[config.mk]
export PLATFORM = sky130hd
export DESIGN_NAME = dpg_axis
export DESIGN_NICKNAME = d
export VERILOG_FILES = /design/src/design/dpg_pkg.sv /design/src/design/dpg_axis.sv
export SDC_FILE = /design/constraint.sdc
export NUM_CORES = 2
export LEC_CHECK = 0
export BUFFER_PORTS_ARGS = -buffer_cell sky130_fd_sc_hd__buf_4
export CAP_MARGIN = 20
export CELL_PAD_IN_SITES_DETAIL_PLACEMENT = 0
export CELL_PAD_IN_SITES_GLOBAL_PLACEMENT = 1
export CORE_MARGIN = 4
export CORE_UTILIZATION = 43
export CTS_BUF_LIST = sky130_fd_sc_hd__clkbuf_16
export CTS_CLUSTER_SIZE = 12
export DETAILED_ROUTE_END_ITERATION = 8
export PLACE_DENSITY_LB_ADDON = 0.1
export SYNTH_ARGS = -nofsm -noshare
export SYNTH_HDL_FRONTEND = slang
export SYNTH_SLANG_ARGS = --single-unit
[constraint.sdc]
create_clock -name clk_i -period 24.6 [get_ports clk_i]
set_input_delay 4.92 -clock clk_i [delete_from_list [all_inputs] [get_ports clk_i]]
set_output_delay 4.92 -clock clk_i [all_outputs]
set_load 0.05 [all_outputs]
[src/design/dpg_pkg.sv]
// ----------------------------------------------------------------------------
// dpg_pkg
// Shared types and constants for the depth pixel to grid cell projector.
// ----------------------------------------------------------------------------
package dpg_pkg;

  localparam int PIXEL_BITS = 12;
  localparam int GRID_BITS  = 12;

  localparam int DEPTH_W  = 16;
  localparam int CENTRE_W = 16;
  localparam int INVF_W   = 24;
  localparam int SCALE_W  = 24;
  localparam int HALF_W   = 11;
  localparam int FLOOR_W  = 16;

  localparam int CFG_IDX_W  = 3;
  localparam int CFG_DATA_W = 24;

  // offset from principal point, Q.4
  localparam int P4_W = PIXEL_BITS + 4;
  localparam int DU_W = (P4_W > CENTRE_W) ? P4_W : CENTRE_W;
  // ray slope, Q16
  localparam int RX_W = DU_W + INVF_W - 12;
  // depth in cells, Q16
  localparam int Z_W  = DEPTH_W + SCALE_W;
  localparam int ZC_W = 28;
  localparam logic [ZC_W-1:0] ZCAP = ZC_W'(1) << (ZC_W - 1);
  // offset magnitude, Q16
  localparam int MAG_W = RX_W + ZC_W - 16;
  // integer part arithmetic on cell indices
  localparam int CALC_W = 17;

  typedef enum logic [CFG_IDX_W-1:0] {
    CFG_CX          = 3'd0,
    CFG_CY          = 3'd1,
    CFG_INV_FX      = 3'd2,
    CFG_INV_FY      = 3'd3,
    CFG_CELL_SCALE  = 3'd4,
    CFG_HALF_ROWS   = 3'd5,
    CFG_HALF_COLS   = 3'd6,
    CFG_FLOOR_LIMIT = 3'd7
  } cfg_idx_e;

  typedef struct packed {
    logic [CENTRE_W-1:0]       cx_q4;
    logic [CENTRE_W-1:0]       cy_q4;
    logic [INVF_W-1:0]         inv_fx_q24;
    logic [INVF_W-1:0]         inv_fy_q24;
    logic [SCALE_W-1:0]        cell_scale_q16;
    logic [HALF_W-1:0]         half_rows;
    logic [HALF_W-1:0]         half_cols;
    logic signed [FLOOR_W-1:0] floor_limit_q4;
  } cfg_t;

  typedef struct packed {
    logic [PIXEL_BITS-1:0] pixel_col;
    logic [PIXEL_BITS-1:0] pixel_row;
    logic [DEPTH_W-1:0]    depth_raw;
  } pixel_t;

  typedef struct packed {
    logic                 cell_valid;
    logic [GRID_BITS-1:0] cell_row;
    logic [GRID_BITS-1:0] cell_col;
  } cell_t;

  // load enables of the first three pipeline stages
  typedef struct packed {
    logic s1;
    logic s2;
    logic s3;
  } stage_en_t;

endpackage

[src/design/dpg_axis.sv]
// ----------------------------------------------------------------------------
// dpg_axis
// Three-stage offset magnitude for one image axis: |p*16 - c| * inv_f * depth.
// ----------------------------------------------------------------------------
module dpg_axis import dpg_pkg::*; (
  input  logic                  clk_i,
  input  stage_en_t             en_i,
  input  logic [PIXEL_BITS-1:0] pix_i,
  input  logic [CENTRE_W-1:0]   centre_i,
  input  logic [INVF_W-1:0]     inv_f_i,
  input  logic [ZC_W-1:0]       zc_i,
  output logic [MAG_W-1:0]      mag_o,
  output logic                  neg_o
);

  logic [DU_W-1:0]  p4_ext, c_ext, du_d, du_q;
  logic             neg1_q, neg2_q, neg3_q;
  logic [RX_W-1:0]  rx_d, rx_q;
  logic [MAG_W-1:0] mag_d, mag_q;

  logic [DU_W+INVF_W-1:0] rprod;
  logic [RX_W+ZC_W-1:0]   mprod;

  always_comb begin
    p4_ext = DU_W'({pix_i, 4'b0000});
    c_ext  = DU_W'(centre_i);
    if (p4_ext < c_ext) begin
      du_d = c_ext - p4_ext;
    end else begin
      du_d = p4_ext - c_ext;
    end
    rprod = (DU_W + INVF_W)'(du_q) * (DU_W + INVF_W)'(inv_f_i);
    rx_d  = rprod[12 +: RX_W];
    mprod = (RX_W + ZC_W)'(rx_q) * (RX_W + ZC_W)'(zc_i);
    mag_d = mprod[16 +: MAG_W];
  end

  always_ff @(posedge clk_i) begin
    if (en_i.s1) begin
      du_q   <= du_d;
      neg1_q <= (p4_ext < c_ext);
    end
    if (en_i.s2) begin
      rx_q   <= rx_d;
      neg2_q <= neg1_q;
    end
    if (en_i.s3) begin
      mag_q  <= mag_d;
      neg3_q <= neg2_q;
    end
  end

  assign mag_o = mag_q;
  assign neg_o = neg3_q;

endmodule

# After elaboration in Yosys (flattened, before gate mapping)

Cells that the tools add are included.
Widths: inputs -> output; s select.

Register bits: 87
Bits of input ports: 84
Output and inout port bits: 41
Word-level logic and storage cells: 12

Add/subtract/negate cells: 2
$mul: 2
Magnitude comparators: 1
Mux-type cells: 1

Operators with widths:

| cell           | count |
|---|---|
| $mul 28x28->56 | 1 |
| $mul 16x24->40 | 1 |
| $sub 16x16->16 | 2 |
| $lt 16x16->1   | 1 |
| $mux 16        | 1 |

# Logic depth before layout (Yosys ltp)

Depth in word-level cells: 2
Gate-level depth with buffers: 28
Gate-level depth less buffers: 26

# Worst setup path before layout

Ideal clock, no wire load.

Kind: in2reg
From: in zc_i[2]
To: reg mag_q[23], in the netlist mag_o[23], data pin
Data arrival time: 11.319 ns
Data required time: 24.338 ns
Slack: 13.020 ns
Stages on the path: 27
Path through: clkbuf_1 -> clkbuf_1 -> nand2_1 -> fa_1 -> inv_1 -> fa_1 -> fa_1 -> inv_1 -> fa_1 -> inv_1 -> fa_1 -> fa_1 -> inv_1 -> fa_1 -> inv_1 -> ha_1 -> buf_2 -> a21o_1 -> a21o_1 -> a221oi_1 -> o21ai_0 -> a31oi_1 -> o31ai_2 -> a21o_1 -> a221oi_2 -> o21ba_1 -> xnor2_1

Word-level cells in the longest chain between the ends: 1

Ends and longest elaborated chain:

| what                 | line           | source |
|---|---|---|
| from (decl)          | dpg_axis.sv:11 | `input logic [ZC_W-1:0] zc_i,` |
| $mul 28x28->56       | dpg_axis.sv:34 | `mprod = (RX_W + ZC_W)'(rx_q) * (RX_W + ZC_W)'(zc_i);` |
| net mprod[39]        | dpg_axis.sv:22 | `logic [RX_W+ZC_W-1:0] mprod;` |
| to (signal assigned) | dpg_axis.sv:48 | `mag_q <= mag_d;` |
| to (decl)            | dpg_axis.sv:19 | `logic [MAG_W-1:0] mag_d, mag_q;` |

The timed path passes the listed nets, and every way through them passes these cells.
A chain may end at the register's enable or synchronous reset.

# Final worst setup path

From: in zc_i[4]
To: reg mag_q[39], in the netlist mag_o[39], data pin

Same word-level chain as after synthesis.

==> impl_results.md <==
- Worst hold path endpoint: neg2_q
- Via count: 28,263
- Most common cell after layout, fill and taps aside: inv_1
- Worst-Skew Late Latency: around 0.40 ns
- Synth Area in XOR/XNOR: 1.77%
- Die ar.: 99,200 um2
- Layout cell share with drive strength beyond 1: between 4 and 5%
- CTS Buf Count: 9
- Initial antenna violation count: 1
- Vias per Instance: 5.04
- Post-route ant nets: 0
- Reg2reg path depth: 24
- CTS H-tree lvls: 3
- Multi-input logic area: around 33,000 um2
- Distinct cells, synth: 62
- First-pass GRT wire length: about 190,000 um
- CP Launch Type: input port
- Area grow syn2layout: 5.48%
- Worst path slowest cell: fa_1
- RR Endpoint: mag_o[39]
- Final wirelength: ~120,000 um
- Slew HR: 27.6%
- Critical path type: in -> reg
- Top cell type's share of synthesized area: between 40% and 50%
- Unrepaired setup endpoints after global routing: no
- Crit Path Max Fanout: 28
- Initial core utilization: 43.4%
- Synth warnings: 0
- Post-Synth Simple-Gate Area: between 10% and 20%
- CP delay by family, top: adder cells
- Nets: between 5,000 and 6,000
- Endpoints failing setup: 0
- Worst-Margin Slew: about 1.1 ns
- Max-cap violation count: 0
- Longest Clk Path Bufs: 2
- Dominant combinational cell family by area after synthesis: adder cells
- Die H: roughly 310 um
- Die X: between 300 and 400 um
- Post-CTS Hold Buffers: 0
- FF-to-FF Start: rx_q[13]
- Cell mode on critical path: fa_1
- Synth top area cells: fa_1 (48%), ha_1 (10%), inv_1 (10%)
- Mapped Nets: 5,810
- IO Pins: between 100 and 150
- Remaining Overflow, GRT: 0
- Leading area contributor after synthesis: fa_1
- Synth Area in Adders: between 50% and 60%
- EDFF count, synth: 87
- Largest net degree at the start of global routing: 42
- Complex-gate fraction of the synthesized area: under 10%
- Fmax: roughly 84 MHz
- R2R Setup Slk: ~17 ns
- Post-DP HPWL: between 80,000 and 90,000 um
- Number of cells on the critical path: 23
- Mux contribution to synthesized area: less than 1%
- WHS Path Cells: 0
- Register area: 2610 um2
- Synthesized instance count: approximately 4,400
- Critical Path AT: about 12 ns
- Most frequent cells in the layout: inv_1 (1,089), fa_1 (979), nand2_1 (679)
- Setup TNS Final: 0 ns
- Crit path capture type: flop
- Gpl congestion: about 0.84
- Clock skew: 0.0252 ns
- Core Rows: approximately 110
- Max stage delay on crit path: between 0.6 and 0.7 ns
- CP required: 24.73 ns
- FF+latch count, synth: a little under 90
- DR iter-0 viols: 1,238
- WP buf/inv: 5
- CTS tree: yes
- Post-synth ARST share: 0%
- Post-Syn Area: about 41,000 um2
- Startpoint of the worst hold path: neg1_q
- DRC viols: 0
- Outcome: completed
- Hold WC Path Type: reg -> reg
- Vias in the first global route: roughly 32,000
- Sequential area share after synthesis: 6.45%
- Fillers: around 9,400
- Final min period: 11.96 ns
- Routed wire per std cell: approximately 21 um
- Core footprint: approximately 93,000 um2
- Top_reg_cell synth: edfxtp_1
- GRT Total Usage: 24.8%
- Clk root buf: clkbuf_16
- Clock Sinks: 87
- Final Hold Viols: 0
- Port Buf Inserts: about 120
- Synthesized area per cell: 9.19 um2
- Final Max Tran Viols: 0
- Clk pin slew, worst setup/hold paths: 0.09 ns
- Post-CTS sizing: 0
- Post-CTS Setup Inserts: 0
- Fin crit share: between 40% and 50%
- Crit-path cells: buf_4, nand2_1, fa_1, fa_1, fa_1, fa_1, fa_1, inv_1, fa_1, inv_1, fa_1, inv_1, ha_1, nand4_1, inv_1, a211oi_1, nand4_1, o22ai_2, o21ai_1, a31oi_2, o21bai_1, o41ai_1, xnor2_1
- Pre-antenna DRT Iters: 5
[per-stage QoR]
| stage | cells | utilization [%] | hold slack, ns | instance area [um2] | worst slack, ns |
|---|---|---|---|---|---|
| finish | 5608 | 45.8 | 0.418 | 42700 | 12.64 |
| global route | 5607 | 45.8 | 0.440 | 42700 | 12.26 |
| CTS | 5606 | 45.7 | 0.419 | 42700 | 12.69 |
| detailed placement | 5590 | 45.4 | 0.410 | 42400 | 12.26 |
| global placement | 5590 | 45.4 | 0.405 | 42400 | 12.36 |
| floorplan | 4409 | - | 0.400 | 40500 | 13.02 |
[worst register-to-register path, delay by kind of cell, from the launching register on]
| kind | cells | cell delay, ns |
|---|---|---|
| adder cells (fa/ha/maj) | 8 | 4.07 |
| flip-flops | 1 | 0.46 |
| buffers and inverters | 6 | 0.61 |
| XOR/XNOR | 1 | 0.10 |
| AO/OA/AOI/OAI | 6 | 1.80 |
| AND/OR/NAND/NOR | 3 | 0.61 |
[cells by family (layout without fill, tap and decap cells)]
family	Yosys count	after routing
xor gates and xnor gates	82	82
DFF	87	87
adders and majority gates	1317	1317
buffers and inverters	1325	1269
and+or+nand+nor	1327	1327
other	0	1
muxes	9	9
AOI/OAI and AO/OA	262	262
[layout make-up]
cell class	instances	share of cell area, %
antenna	1	0.00586
clock buffer	9	0.527
clock inverter	7	0.170
inverter	1089	9.57
multi-input combinational	2997	77.0
sequential	87	6.11
tap	1254	3.67
timing repair buffer	164	2.93
[registers in the layout, indices dropped and copies added, names as in the netlist]
signal and count:
du_q 16, neg1_q 1, neg2_q 1, rx_q 28
neg_o 1, mag_o 40
[synth_stat cells, drive strengths merged, types with 4 or more instances]
library cell / n
nand2: 679
ha: 338
a31oi: 13
inv: 1089
clkbuf: 224
fa: 979
nand3: 18
buf: 12
a21o: 53
a211oi: 14
o211ai: 4
xor2: 26
nand4: 21
o21bai: 13
nor2: 36
o21a: 9
o21ai: 41
xnor2: 56
nand2b: 9
edfxtp: 87
a211o: 5
and2: 528
a21oi: 81
nor2b: 9
mux2i: 4
and3: 7
nor3: 9
a221oi: 5
mux2: 5
[how the worst max path moves through the flow]
stage               slack [ns]      from   endpoint
finish                   12.64   zc_i[4]  mag_o[39]
CTS                      12.69   zc_i[4]  mag_o[39]
global route             12.26   zc_i[4]  mag_o[38]
global placement         12.36  zc_i[13]  mag_o[38]
detailed placement       12.26   zc_i[4]  mag_o[39]
floorplan                13.02   zc_i[2]  mag_o[23]
[metal layers]
| metal | wire (um) | track usage [%] |
|---|---|---|
| met4 | 4300 | 8.48 |
| met1 | 47000 | 30.7 |
| met2 | 61900 | 45.7 |
| met3 | 3610 | 1.79 |
| met5 | 0 | 0 |
Power is not shown: default switching activity piles up to over one toggle a cycle in this logic, so the estimate is an artifact.
